## src/hw/rtl/hfm_pkg.sv

```systemverilog
// Package for the multiscale hole-fill max map: sizes, level geometry,
// codes and shared types. Depends on nothing.
`timescale 1ns / 1ps
`default_nettype none

package hfm_pkg;

  localparam int unsigned ROWS_MAX = 256;
  localparam int unsigned COLS_MAX = 256;
  localparam int unsigned LEVELS   = 4;

  localparam int unsigned RELIEF_W = 16;
  localparam int unsigned ENTRY_W  = RELIEF_W + 1;
  localparam int unsigned LEVEL_W  = 2;
  localparam int unsigned USE_W    = 4;
  localparam int unsigned CFG_W    = 9;
  localparam int unsigned CFG_IDX_W = 2;

  localparam logic [RELIEF_W-1:0] EMPTY_RELIEF = 16'hFF00;

  localparam logic [CFG_W-1:0] MAP_ROWS_RST = 9'd256;
  localparam logic [CFG_W-1:0] MAP_COLS_RST = 9'd256;
  localparam logic [2:0]       LEVELS_RST   = 3'd4;

  localparam logic [CFG_IDX_W-1:0] CFG_MAP_ROWS = 2'd0;
  localparam logic [CFG_IDX_W-1:0] CFG_MAP_COLS = 2'd1;
  localparam logic [CFG_IDX_W-1:0] CFG_LEVELS   = 2'd2;

  typedef enum logic [1:0] {
    KIND_CLEAR = 2'd0,
    KIND_ADD   = 2'd1,
    KIND_QUERY = 2'd2
  } kind_e;

  typedef enum logic {
    SWEEP_IDLE = 1'b0,
    SWEEP_RUN  = 1'b1
  } sweep_state_e;

  function automatic int unsigned lvl_dim(int unsigned n, int unsigned d);
    return (n + (32'd1 << d) - 32'd1) >> d;
  endfunction

  function automatic int unsigned lvl_w(int unsigned d);
    return lvl_dim(COLS_MAX, d);
  endfunction

  function automatic int unsigned lvl_depth(int unsigned d);
    return lvl_dim(ROWS_MAX, d) * lvl_w(d);
  endfunction

  function automatic int unsigned lvl_aw(int unsigned d);
    return (lvl_depth(d) > 1) ? $clog2(lvl_depth(d)) : 1;
  endfunction

  function automatic logic [31:0] lvl_addr(int unsigned d, logic [7:0] row, logic [7:0] col);
    logic [31:0] r;
    logic [31:0] c;
    r = 32'(row) >> d;
    c = 32'(col) >> d;
    return r * lvl_w(d) + c;
  endfunction

  localparam int unsigned SWEEP_AW = lvl_aw(0);
  localparam logic [SWEEP_AW-1:0] SWEEP_LAST = SWEEP_AW'(lvl_depth(0) - 1);

  typedef struct packed {
    logic                busy;
    logic [SWEEP_AW-1:0] addr;
  } sweep_t;

endpackage

`default_nettype wire

```

## src/hw/rtl/hfm_sweep.sv

```systemverilog
// Clearing sequencer: walks every address of the level memories once after
// reset and after each clear item. Depends on hfm_pkg.
`timescale 1ns / 1ps
`default_nettype none

module hfm_sweep
  import hfm_pkg::*;
(
  input  wire logic clk_i,
  input  wire logic rst_ni,
  input  wire logic start_i,
  output      sweep_t sweep_o
);

  sweep_state_e        state_q, state_d;
  logic [SWEEP_AW-1:0] cnt_q, cnt_d;

  always_ff @(posedge clk_i or negedge rst_ni) begin
    if (!rst_ni) begin
      state_q <= SWEEP_RUN;
      cnt_q   <= '0;
    end else begin
      state_q <= state_d;
      cnt_q   <= cnt_d;
    end
  end

  always_comb begin
    state_d = state_q;
    cnt_d   = cnt_q;
    case (state_q)
      SWEEP_IDLE: begin
        if (start_i) begin
          state_d = SWEEP_RUN;
          cnt_d   = '0;
        end
      end
      SWEEP_RUN: begin
        if (cnt_q == SWEEP_LAST) begin
          state_d = SWEEP_IDLE;
        end else begin
          cnt_d = cnt_q + 1'b1;
        end
      end
      default: begin
        state_d = SWEEP_IDLE;
      end
    endcase
  end

  assign sweep_o.busy = (state_q == SWEEP_RUN);
  assign sweep_o.addr = cnt_q;

endmodule

`default_nettype wire

```

## config.mk

```make
export PLATFORM = sky130hd
export DESIGN_NAME = hfm_sweep
export DESIGN_NICKNAME = d
export VERILOG_FILES = /design/src/hw/rtl/hfm_pkg.sv /design/src/hw/rtl/hfm_sweep.sv
export SDC_FILE = /design/constraint.sdc
export NUM_CORES = 1
export LEC_CHECK = 0
export ABC_AREA = 1
export BUFFER_PORTS_ARGS = -buffer_cell sky130_fd_sc_hd__buf_2
export CAP_MARGIN = 0
export CORE_MARGIN = 2
export CORE_UTILIZATION = 30
export DETAILED_ROUTE_END_ITERATION = 6
export GPL_TIMING_DRIVEN = 0
export PLACE_DENSITY = 0.56
export SETUP_SLACK_MARGIN = 0.3
export SYNTH_ARGS = -nofsm -noshare
export SYNTH_HDL_FRONTEND = slang
export SYNTH_SLANG_ARGS = --single-unit
```

## constraint.sdc

```tcl
create_clock -name clk_i -period 3.39 [get_ports clk_i]
set_input_delay 0.678 -clock clk_i [delete_from_list [all_inputs] [get_ports clk_i]]
set_output_delay 0.678 -clock clk_i [all_outputs]
set_load 0.02 [all_outputs]
```

**Word level (Yosys, flattened, before mapping)**

Index checks and enable logic that the tools add are counted.

- Register bits: 17
- Bits in latches: 0
- Bits in writable memories: 0
- Memory bits (read-only): 0
- Output and inout bits: 17
- Logic and storage cells: 14
- Memories: 0

- $add $sub $neg: 1
- $mul: 0
- Divide/modulo/power cells: 0
- Magnitude comparators: 0
- Equal/unequal tests: 3
- Shifts and indexed selects: 0
- Mux-type cells: 6
- Bitwise logic cells: 1
- Reduce and logical (&&, ||, !) cells: 1

Operator list:

| operator | count |
|---|---|
| $mux 16 | 2 |
| $pmux 16 s2 | 1 |
| $add 16x1->16 const B | 1 |
| $eq 16x16->1 const B | 1 |
| $ne 2x2->1 const B | 2 |
| $mux 1 | 2 |
| $pmux 1 s2 | 1 |
| $reduce_and 2->1 | 1 |
| $not 1->1 | 1 |

**Logic depth before layout (Yosys ltp)**

Gate-level depths: netlist of the first run.

- Depth after elaboration: 3
- Depth in mapped cells: 8

**Least setup slack after synthesis of the first run**

OpenSTA, ideal clock, no wires.

- Path kind: reg-to-reg
- From: register cnt_q[1]
- To: register cnt_q[15]
- Library setup time: 118 ps
- Arrival time: 1497 ps
- Data required time: 3272 ps
- Slack: 1775 ps
- Cell stages (with the launch flop): 9
- Buffers on the path: 0
- Cells stage by stage: dfrtp_1 -> ha_1 -> nand2_1 -> nor2_4 -> nand2_2 -> o21ai_4 -> nand2_2 -> nand3_1 -> nand2_1

- Cells in the longest elaborated chain, start to end: 3
- Elaborated cells on any way between the ends: 6
- Those cells by class: 1 x add/sub; 2 x eq/ne; 2 x mux; 1 x reduce/logical

Ends and longest elaborated chain:

| what | RTL line | RTL |
|---|---|---|
| start: declaration | hfm_sweep.sv:16 | `logic [SWEEP_AW-1:0] cnt_q, cnt_d;` |
| start signal: assignment | hfm_sweep.sv:24 | `cnt_q <= cnt_d;` |
| $add 16x1->16 / $eq 16x16->1 (equally long branches) | hfm_sweep.sv:42, hfm_sweep.sv:39 |  |
| $mux 16 / $ne 2x2->1 (equally long branches) | - |  |
| $pmux 16 s2 / $reduce_and 2->1 (equally long branches) | - |  |

Several ways; a longest one is shown, not always the timed one. The select of a mux whose other input is x is not followed.
A chain may end at the register's enable or synchronous reset.

**Worst setup path in the final report of the first run**

- From: register state_q
- To: output sweep_o[16] (netlist bit)

RTL lines:

| what | RTL line | RTL |
|---|---|---|
| start: declaration | hfm_sweep.sv:15 | `sweep_state_e state_q, state_d;` |
| start signal: assignment | hfm_sweep.sv:23 | `state_q <= state_d;` |
| end: declaration | hfm_sweep.sv:12 | `output sweep_t sweep_o` |

No word-level cell between the ends.

==> results of run 1 <==
power groups by stage:
stage / clock (µW) / combinational, µW / sequential [µW]
final: 108 / 4.93 / 203
after global routing: 120 / 5.76 / 203
after CTS: 111 / 5.24 / 203
after detailed placement: 0 / 5.23 / 207
after global placement: 0 / 5.17 / 207
after floorplan: 0 / 0.000176 / 207
sequential cells by signal, summed over array words and instances (netlist names):
| name | flops |
|---|---|
| cnt_q | 16 |
| state_q | 1 |
logic make-up after synthesis:
logic type | count (synthesis)
AOI/OAI and AO/OA | 17
xor gates and xnor gates | 8
adders and majority gates | 1
buffers and inverters | 12
DFF | 17
and+or+nand+nor | 75
Yosys cell counts:
library cell	n	share of area
nand2_1	30	0.11
nand3_1	20	0.10
dfrtp_1	16	0.40
nor2_1	16	0.060
o21ai_1	11	0.055
inv_1	7	0.026
xor2_1	7	0.061
inv_2	2	0.0075
nand2_2	2	0.013
nor2_2	2	0.013
nor3_1	2	0.010
o21ai_0	2	0.010
a21oi_1	1	0.0050
buf_4	1	0.0075
buf_6	1	0.011
clkbuf_1	1	0.0038
dfstp_2	1	0.026
ha_1	1	0.013
nand4_1	1	0.0063
nor2_4	1	0.011
o21a_1	1	0.0075
o21ai_4	1	0.016
o22ai_1	1	0.0063
or2_2	1	0.0063
xnor2_1	1	0.0088
final cells by class:
type / count / area [µm²] / area share
Buffer: 3 / 22.5 / 0.0192
Inverter: 9 / 33.8 / 0.0288
Clock buffer: 4 / 26.3 / 0.0224
Sequential cell: 17 / 427 / 0.364
Tap cell: 44 / 55.1 / 0.0469
Multi-Input combinational cell: 101 / 514 / 0.438
Timing Repair Buffer: 19 / 95.1 / 0.0810
through the flow:
stage,cells,utilization
floorplan,130,-
global placement,193,0.370
detailed placement,193,0.370
CTS,197,0.378
global route,197,0.378
finish,197,0.378
path summary, 6_finish.rpt:
check                      startpoint          end
max                           state_q  sweep_o[16]
min                            rst_ni     cnt_q[9]
max reg2reg                  cnt_q[1]    cnt_q[15]
min reg2reg                   state_q    cnt_q[14]
max in group asynchronous      rst_ni      state_q
min in group clk_i            state_q    cnt_q[14]
routing by layer:
metal  up-vias  wire length, µm  share of wire  global-route usage
li1        475                -              -                   -
met4         0               78          0.034              0.0821
met1       439              990           0.43               0.173
met5         -                0              0                   0
met3         7               98          0.043              0.0231
met2        25             1120           0.49               0.230
==> reports/qor.csv, run 1 <==
stage,metric,value,unit
synthesis,fraction of the mapped netlist area in compound gates,0.100,
grt,pin count of the biggest net entering global routing,18,
timing,highest clock rate,544,MHz
grt,vias in the first global route,845,
clock_network,clk sinks,17,
finish,synthesis-to-finish area growth,17.7,%
floorplanning,Die Ht,61.7,µm
detailed_routing,Vias/cell,4.80,
synthesis,syn_area_per_cell,7.67,µm²
timing,Max Slew Vio Count,0,
hold_path,Hold WC Path Type,in2async,
finish,"most common cell after layout, fill and taps aside",nand2_1,
power,pwr/cell area,269,nW/µm²
worst_setup_path,CP arrival,1.16,ns
worst_setup_path,crit path launch type,flop,
worst_setup_path,crit path capture type,primary output,
synthesis,Syn Inst Count,130,
synthesis,synthesized cell area,997,µm²
synthesis,syn nets,134,
placement,Place WS,1.70,ns
worst_setup_path,register-to-register setup slack,1.71,ns
placement,post-DP HPWL,1770,µm
finish,fillers,356,
detailed_routing,DRT antenna net count,0,
detailed_routing,total wire length,2280,µm
clock_network,"Reg clk slew, reported paths",0.10,ns
timing,Setup TNS,0,ns
worst_setup_path,family with the most delay on the worst path,flip-flops,
grt,Tot GR Track Use,0.140,
finish,layout cells sized above 1,0.222,
clock_network,Max clock buf depth,2,
power,NetSw,66.4,µW
power,P_leak,0.000510,µW
placement,Post-Place Cell Area,1150,µm²
clock_network,cts bufs inserted,3,
grt,GRT Residual Overflow,0,
synthesis,Synth Area in Simple Gates,0.332,
placement,placer congestion estimate,0.818,
timing,final setup margin,1.55,ns
synthesis,xor/xnor share of the synthesized area,0.0703,
finish,Layout Nets,158,
timing,slew of the pin with the lowest slew margin,0.468,ns
clock_network,buffers inserted by post-CTS timing repair,0,
clock_network,CTS Hold Bufs,0,
synthesis,#FFs+latches synth,17,
synthesis,synth warn,0,
timing,Slew headroom,0.688,
timing,hold slack,0.294,ns
worst_setup_path,crit path max fanout,5,
power,combinational power share,0.016,
detailed_routing,Routed WL per cell,11.6,µm
synthesis,largest family of logic cells by synthesized area,simple AND/OR/NAND/NOR gates,
floorplanning,die area,3800,µm²
clock_network,# resized after CTS,0,
power,Power Total,316,µW
synthesis,Adder-Cell Fraction of Synth Area,0.0125,
detailed_routing,drt drc,0,
floorplanning,Starting Density,0.321,
clock_network,worst skew pair latency,0.29,ns
timing,Final min period,1.84,ns
worst_setup_path,crit path max-delay cell type,dfstp_2,
worst_setup_path,Crit path buffers/inverters,2,
flow_run,max_cap viols,0,
worst_setup_path,CP cell instances,buf_4 -> buf_2,
synthesis,synth unique cells,25,
synthesis,sequential share of the synthesized area,0.428,
timing,final setup fails,0,
grt,global-route wire length before repair,3900,µm
power,Clk network pwr share,0.342,
worst_setup_path,path depth of the worst reg2reg path,8,
floorplanning,Core Region,3100,µm²
timing,Final Hold Fails,0,
floorplanning,# rows,20,
worst_setup_path,WP data required,2.71,ns
worst_setup_path,Stages on worst setup path,2,
power,internal power,249,µW
placement,Port Buffers,19,
finish,post-route cell area,1170,µm²
timing,clock skew,0.00376,ns
finish,most frequent cells in the layout,"30 x nand2_1, 20 x nand3_1, 19 x buf_2",
finish,n_diodes,0,
detailed_routing,DR pass1 iterations,4,
timing,RSZ-0062 raised after global routing,false,
floorplanning,number of top-level pins,20,
detailed_routing,DR vias,946,
power,switching share of power,0.210,
clock_network,clock root buffer,clkbuf_4,
power,Sequential Power Share,0.642,
status,outcome,completed,
clock_network,CTS HTree Levels,1,
clock_network,CTS tree,done,
detailed_routing,initial DRC count,53,
synthesis,mux contribution to synthesized area,0,
power,Peak VDD IR,0.0675,mV
grt,initial antenna violation count,0,
worst_setup_path,Crit Path Category,reg2out,
worst_setup_path,"slowest stage delay, CP",0.61,ns
floorplanning,chip width,61.7,µm
timing,fin crit share,0.543,
(Power assumes the default switching activity.)
==> run 2, diff against run 1 <==
--- a/config.mk
+++ b/config.mk
@@ -5,7 +5,7 @@
 export SDC_FILE = /design/constraint.sdc
 export NUM_CORES = 1
 export LEC_CHECK = 0
-export ABC_AREA = 1
+export ABC_AREA = 0
 export BUFFER_PORTS_ARGS = -buffer_cell sky130_fd_sc_hd__buf_2
 export CAP_MARGIN = 0
 export CORE_MARGIN = 2
==> constraint.sdc (replaced) <==
create_clock -name clk_i -period 1.7 [get_ports clk_i]
set_input_delay 0.34 -clock clk_i [delete_from_list [all_inputs] [get_ports clk_i]]
set_output_delay 0.34 -clock clk_i [all_outputs]
set_load 0.02 [all_outputs]
==> reports/qor.csv, run 2 <==
stage,metric,value,unit,change
detailed_routing,total wire length,3240,µm,+42%
floorplanning,# rows,21,,+5.0%
timing,Final min period,1.81,ns,
power,P_leak,0.000707,µW,+39%
grt,Tot GR Track Use,0.178,,+0.0371
floorplanning,number of top-level pins,20,,unchanged
grt,vias in the first global route,1009,,+19%
finish,"most common cell after layout, fill and taps aside",buf_4,,
floorplanning,Starting Density,0.307,,-0.0139
worst_setup_path,reg-to-reg startpoint,cnt_q[1],,
clock_network,cts bufs inserted,3,,unchanged
timing,RSZ-0062 raised after global routing,true,,
clock_network,clk sinks,17,,unchanged
detailed_routing,DR vias,1102,,+16%
finish,n_diodes,0,,unchanged
hold_path,worst hold start,start_i,,
worst_setup_path,crit path capture type,flop,,
clock_network,Max clock buf depth,2,,unchanged
timing,final setup margin,-0.112,ns,-1.66 ns
worst_setup_path,WP data required,1.94,ns,-0.77 ns
worst_setup_path,CP arrival,2.05,ns,+0.89 ns
synthesis,syn nets,112,,-16%
finish,most frequent cells in the layout,"20 x buf_4, 15 x buf_6, 11 x nand2_1, 11 x dfrtp_2, 11 x buf_2",,
synthesis,Syn Inst Count,108,,-17%
clock_network,clock root buffer,clkbuf_4,,
synthesis,"area leader, netlist",dfrtp_1,,
timing,Slew headroom,0.664,,-0.0238
synthesis,synth unique cells,37,,+48%
detailed_routing,DR pass1 iterations,4,,unchanged
synthesis,Post-synth top cells,"16 x dfrtp_1, 13 x nand2_1, 9 x nand3_1",,
hold_path,worst hold path endpoint,cnt_q[12],,
finish,largest register by flop count,cnt_q,,
placement,Port Buffers,19,,unchanged
clock_network,"Reg clk slew, reported paths",0.12,ns,+0.02 ns
synthesis,synthesized cell area,1010,µm²,+1.3%
finish,synthesis-to-finish area growth,58.5,%,
timing,clock skew,0.0147,ns,+0.0109 ns
hold_path,hold path depth,2,,
finish,Final Util,0.487,,+0.109
flow_run,max_cap viols,0,,unchanged
worst_setup_path,path depth of the worst reg2reg path,6,,-2
placement,placer congestion estimate,0.844,,+3.1%
detailed_routing,DRT antenna net count,0,,unchanged
clock_network,CTS tree,done,,
synthesis,Synth async-reset ratio,1.00,,unchanged
status,failing checks,setup timing,,
finish,Layout Nets,162,,+2.5%
synthesis,sequential share of the synthesized area,0.423,,-0.00530
finish,number of flip-flops in the largest register,16,,unchanged
finish,Largest regs,"cnt_q x16, state_q x1",,
finish,layout cells sized above 1,0.529,,+0.306
timing,final setup fails,12,,+12
detailed_routing,Routed WL per cell,16.0,µm,+38%
detailed_routing,initial DRC count,62,,+17%
timing,highest clock rate,552,MHz,
clock_network,CTS HTree Levels,1,,unchanged
worst_setup_path,capturing point of the worst reg2reg path,cnt_q[10],,
worst_setup_path,register-to-register setup slack,-0.11,ns,-1.82 ns
synthesis,#FFs+latches synth,17,,unchanged
synthesis,"Top FF cell, synth",dfrtp_1,,
timing,Max Slew Vio Count,0,,unchanged
synthesis,Yosys top cell area share,0.397,,-0.00498
clock_network,worst skew pair latency,0.32,ns,+0.03 ns
power,pwr/cell area,951,nW/µm²,+250%
timing,fin crit share,1.07,,
placement,Post-Place Cell Area,1210,µm²,+5.3%
detailed_routing,drt drc,0,,unchanged
timing,slew of the pin with the lowest slew margin,0.503,ns,+0.0357 ns
power,Peak VDD IR,0.439,mV,+550%
synthesis,most frequent cell after synthesis,dfrtp_1,,
hold_path,Hold WC Path Type,in2reg,,
worst_setup_path,crit path max fanout,5,,unchanged
detailed_routing,Vias/cell,5.43,,+13%
floorplanning,chip width,62.0,µm,+0.58%
synthesis,largest cells by area after synthesis,"dfrtp_1 40%, mux2i_1 5.9%, nand4_1 5.0%",,
timing,Final Hold Fails,0,,unchanged
grt,GRT Residual Overflow,0,,unchanged
placement,post-DP HPWL,1820,µm,+2.6%
finish,fillers,316,,-11%
floorplanning,die area,3850,µm²,+1.2%
worst_setup_path,crit path launch type,flop,,
floorplanning,Die Ht,62.0,µm,+0.58%
floorplanning,Core Region,3280,µm²,+5.8%
synthesis,synth warn,0,,unchanged
grt,global-route wire length before repair,4940,µm,+27%
grt,initial antenna violation count,0,,unchanged
worst_setup_path,Crit Path Category,reg2reg,,
status,outcome,"finished, violations left",,
synthesis,syn_area_per_cell,9.35,µm²,+22%
finish,post-route cell area,1600,µm²,+36%
grt,pin count of the biggest net entering global routing,18,,unchanged
synthesis,number of synthesized flops with an enable pin,0,,unchanged
-- run 2: per-stage QoR --
step                TNS, ns  hold WS, ns  cells  setup slack, ns  power, µW
floorplan            -0.689       0.0444    108           -0.123        850
global placement      -3.16        0.290    173           -0.324        978
detailed placement    -2.84        0.287    173           -0.277        986
CTS                  -0.351        0.306    196          -0.0873       1400
global route          -1.57        0.299    203           -0.190       1600
finish               -0.629        0.299    203           -0.112       1520
-- run 2: cell type report --
| class | instances | area [µm²] | share of cell area |
|---|---|---|---|
| timing repair buffer | 45 | 362 | 0.226 |
| inverter | 4 | 15.0 | 0.00938 |
| tap | 46 | 57.6 | 0.0360 |
| multi-input combinational | 82 | 657 | 0.410 |
| clock buffer | 3 | 22.5 | 0.0141 |
| buffer | 5 | 41.3 | 0.0258 |
| sequential | 17 | 440 | 0.275 |
| clock inverter | 1 | 5.00 | 0.00313 |
-- run 2: worst max-delay path by stage --
stage | start | slack, ns | to
2_1_floorplan | cnt_q[0] | -0.12 | cnt_q[10]
3_3_place_gp | state_q | -0.32 | cnt_q[6]
3_5_place_dp | state_q | -0.28 | cnt_q[6]
4_1_cts | cnt_q[1] | -0.09 | cnt_q[10]
5_1_grt | cnt_q[1] | -0.19 | cnt_q[10]
6_report | cnt_q[1] | -0.11 | cnt_q[10]
-- run 2: kinds of logic (layout without fill, tap and decap cells) --
family	Yosys count	count (layout)	synth area share
simple gates	56	56	0.335
compound gates	18	18	0.124
flops	17	17	0.423
buf+inv	9	58	0.0384
mux	6	6	0.0595
fa+ha+maj	1	1	0.0124
xor+xnor	1	1	0.00868
-- run 2: metal layers --
metal,share of wire,global-route usage,wire [µm],vias up
met1,0.44,0.232,1430,549
met2,0.49,0.283,1600,37
met5,0,0,0,-
li1,-,-,-,512
met4,0.0089,0.0517,29,0
met3,0.055,0.0538,179,4
-- run 2: worst max-delay path: stages (launching register included) --
cell     delay, ns
dfrtp_2       0.41
ha_4          0.14
nand4_1       0.24
or4_4         0.52
buf_6         0.15
nand4_1       0.10
mux2i_1       0.18
-- run 2: repair_timing --
item	CTS	global route
hold endpoints to repair	16	0
endpoints found under the setup margin	18	25
cloned	1	0
hold buffers	1	0
buffers inserted	17	7
gates resized for setup	33	13
pin swaps	10	8
-- run 2: power breakdown --
group          internal, µW  switching [µW]  leakage (µW)
Clock                  88.1             156     0.0000177
Combinational           347             323      0.000501
Sequential              491             117      0.000188
Total                   927             595      0.000707
==> run 3, diff against run 2 <==
--- a/config.mk
+++ b/config.mk
@@ -12,6 +12,7 @@
 export CORE_UTILIZATION = 30
 export DETAILED_ROUTE_END_ITERATION = 6
 export GPL_TIMING_DRIVEN = 0
+export MAX_ROUTING_LAYER = met4
 export PLACE_DENSITY = 0.56
 export SETUP_SLACK_MARGIN = 0.3
 export SYNTH_ARGS = -nofsm -noshare
==> reports/qor.csv, run 3 (same netlist as run 2, synthesis figures left out) <==
stage,metric,value,unit,change
finish,n_diodes,0,,unchanged
timing,Final Hold Fails,0,,unchanged
floorplanning,number of top-level pins,20,,unchanged
detailed_routing,drt drc,0,,unchanged
worst_setup_path,crit path max-delay cell type,or4_4,,
finish,Largest regs,"cnt_q x16, state_q x1",,
clock_network,clk sinks,17,,unchanged
timing,slew of the pin with the lowest slew margin,0.496,ns,-0.00682 ns
timing,Max Slew Vio Count,0,,unchanged
worst_setup_path,crit path max fanout,5,,unchanged
finish,Layout Nets,162,,unchanged
hold_path,worst hold start,start_i,,
timing,clock skew,0.0130,ns,-0.00169 ns
worst_setup_path,crit path capture type,flop,,
hold_path,worst hold path endpoint,cnt_q[12],,
worst_setup_path,register-to-register setup slack,-0.14,ns,-0.02 ns
timing,highest clock rate,545,MHz,-1.3%
placement,Port Buffers,19,,unchanged
clock_network,worst skew pair latency,0.31,ns,about the same
clock_network,cts bufs inserted,3,,unchanged
finish,synthesis-to-finish area growth,58.5,%,unchanged
floorplanning,Starting Density,0.307,,unchanged
placement,post-DP HPWL,1820,µm,unchanged
worst_setup_path,"slowest stage delay, CP",0.52,ns,about the same
detailed_routing,Vias/cell,5.47,,+0.73%
worst_setup_path,crit path launch type,flop,,
power,pwr/cell area,949,nW/µm²,-0.16%
clock_network,Max clock buf depth,2,,unchanged
worst_setup_path,family with the most delay on the worst path,simple AND/OR/NAND/NOR gates,,
timing,final setup fails,12,,unchanged
finish,most frequent cells in the layout,"20 x buf_4, 15 x buf_6, 11 x nand2_1, 11 x dfrtp_2, 11 x buf_2",,
timing,Slew headroom,0.669,,+0.00455
finish,"most common cell after layout, fill and taps aside",buf_4,,
hold_path,Hold WC Path Type,in2reg,,
clock_network,clock root buffer,clkbuf_4,,
clock_network,CTS tree,done,,
timing,fin crit share,1.08,,+0.0137
worst_setup_path,path depth of the worst reg2reg path,6,,unchanged
floorplanning,Die Ht,62.0,µm,unchanged
detailed_routing,initial DRC count,57,,-8.1%
placement,placer congestion estimate,0.857,,+1.6%
detailed_routing,DR pass1 iterations,4,,unchanged
grt,vias in the first global route,1014,,+0.50%
floorplanning,# rows,21,,unchanged
status,outcome,"finished, violations left",,
finish,Final Util,0.487,,unchanged
worst_setup_path,CP arrival,2.07,ns,+0.02 ns
worst_setup_path,Crit Path Category,reg2reg,,
clock_network,CTS HTree Levels,1,,unchanged
timing,Setup TNS,-0.889,ns,-0.260 ns
floorplanning,die area,3850,µm²,unchanged
grt,Tot GR Track Use,0.182,,+0.00460
hold_path,hold path depth,2,,unchanged
worst_setup_path,Crit path buffers/inverters,1,,unchanged
worst_setup_path,WP data required,1.94,ns,about the same
finish,number of flip-flops in the largest register,16,,unchanged
finish,fillers,316,,unchanged
worst_setup_path,reg-to-reg startpoint,cnt_q[1],,
detailed_routing,total wire length,3260,µm,+0.40%
timing,Final min period,1.84,ns,+0.0233 ns
grt,pin count of the biggest net entering global routing,18,,unchanged
power,P_leak,0.000707,µW,unchanged
detailed_routing,Routed WL per cell,16.0,µm,+0.40%
status,failing checks,setup timing,,
clock_network,"Reg clk slew, reported paths",0.12,ns,about the same
detailed_routing,DRT antenna net count,0,,unchanged
finish,layout cells sized above 1,0.529,,unchanged
floorplanning,chip width,62.0,µm,unchanged
finish,largest register by flop count,cnt_q,,
worst_setup_path,CP cell instances,ha_4 -> nand4_1 -> or4_4 -> buf_6 -> nand4_1 -> mux2i_1,,
grt,global-route wire length before repair,4910,µm,-0.57%
power,Power Total,1520,µW,-0.16%
worst_setup_path,Most common cell on crit path,nand4_1,,
grt,initial antenna violation count,0,,unchanged
detailed_routing,DR vias,1110,,+0.73%
timing,RSZ-0062 raised after global routing,true,,
power,Peak VDD IR,0.437,mV,-0.41%
worst_setup_path,capturing point of the worst reg2reg path,cnt_q[10],,
timing,final setup margin,-0.136,ns,-0.0233 ns
flow_run,max_cap viols,0,,unchanged
grt,GRT Residual Overflow,0,,unchanged
floorplanning,Core Region,3280,µm²,unchanged
==> run 3: cell counts in the layout (fill, tap and decap cells not counted) <==
Identical to the previous run, type by type.
==> run 3: stage by stage <==
step / setup slack [ns] / cells / hold slack (ns) / cell area [µm²]
floorplan: -0.123 / 108 / 0.0444 / 1060
finish: -0.136 / 203 / 0.303 / 1600
CTS: -0.0873 / 196 / 0.306 / 1500
detailed placement: -0.277 / 173 / 0.287 / 1210
global route: -0.190 / 203 / 0.299 / 1600
global placement: -0.324 / 173 / 0.290 / 1210
==> run 3: worst max path at each step <==
stage,start,end,slack (ns),depth (start not counted)
after CTS,cnt_q[1],cnt_q[10],-0.09,6
after global routing,cnt_q[1],cnt_q[10],-0.19,6
after detailed placement,state_q,cnt_q[6],-0.28,6
after floorplan,cnt_q[0],cnt_q[10],-0.12,6
final,cnt_q[1],cnt_q[10],-0.14,6
after global placement,state_q,cnt_q[6],-0.32,6
==> run 3: timing repair <==
item,in CTS,in global routing
resized for setup,33,13
setup buffers,17,7
hold buffers,1,0
hold endpoints to repair,16,0
endpoints found under the setup margin,18,25
gates cloned,1,0
pin swaps,10,8
==> run 3: worst register-to-register path, cell delays in order (launching register included) <==
cell and delay (ns):
dfrtp_2 0.41, ha_4 0.14, nand4_1 0.25, or4_4 0.52, buf_6 0.16, nand4_1 0.10, mux2i_1 0.18
==> run 3: power breakdown <==
part	total (µW)	internal, µW	switching [µW]
Sequential	608	491	117
Combinational	670	347	322
Clock	241	88.0	153
Total	1520	927	593
==> run 3: cell type report <==
| class | instances | area, µm² | area share |
|---|---|---|---|
| Multi-Input combinational cell | 82 | 657 | 0.410 |
| Sequential cell | 17 | 440 | 0.275 |
| Timing Repair Buffer | 45 | 362 | 0.226 |
| Tap cell | 46 | 57.6 | 0.0360 |
| Buffer | 5 | 41.3 | 0.0258 |
| Clock buffer | 3 | 22.5 | 0.0141 |
| Inverter | 4 | 15.0 | 0.00938 |
| Clock inverter | 1 | 5.00 | 0.00313 |
==> run 3: per-layer routing <==
| metal | global-route usage | wire length, µm |
|---|---|---|
| met5 | - | 0 |
| met4 | 0.0517 | 29 |
| met3 | 0.0538 | 160 |
| met2 | 0.284 | 1640 |
| met1 | 0.228 | 1420 |
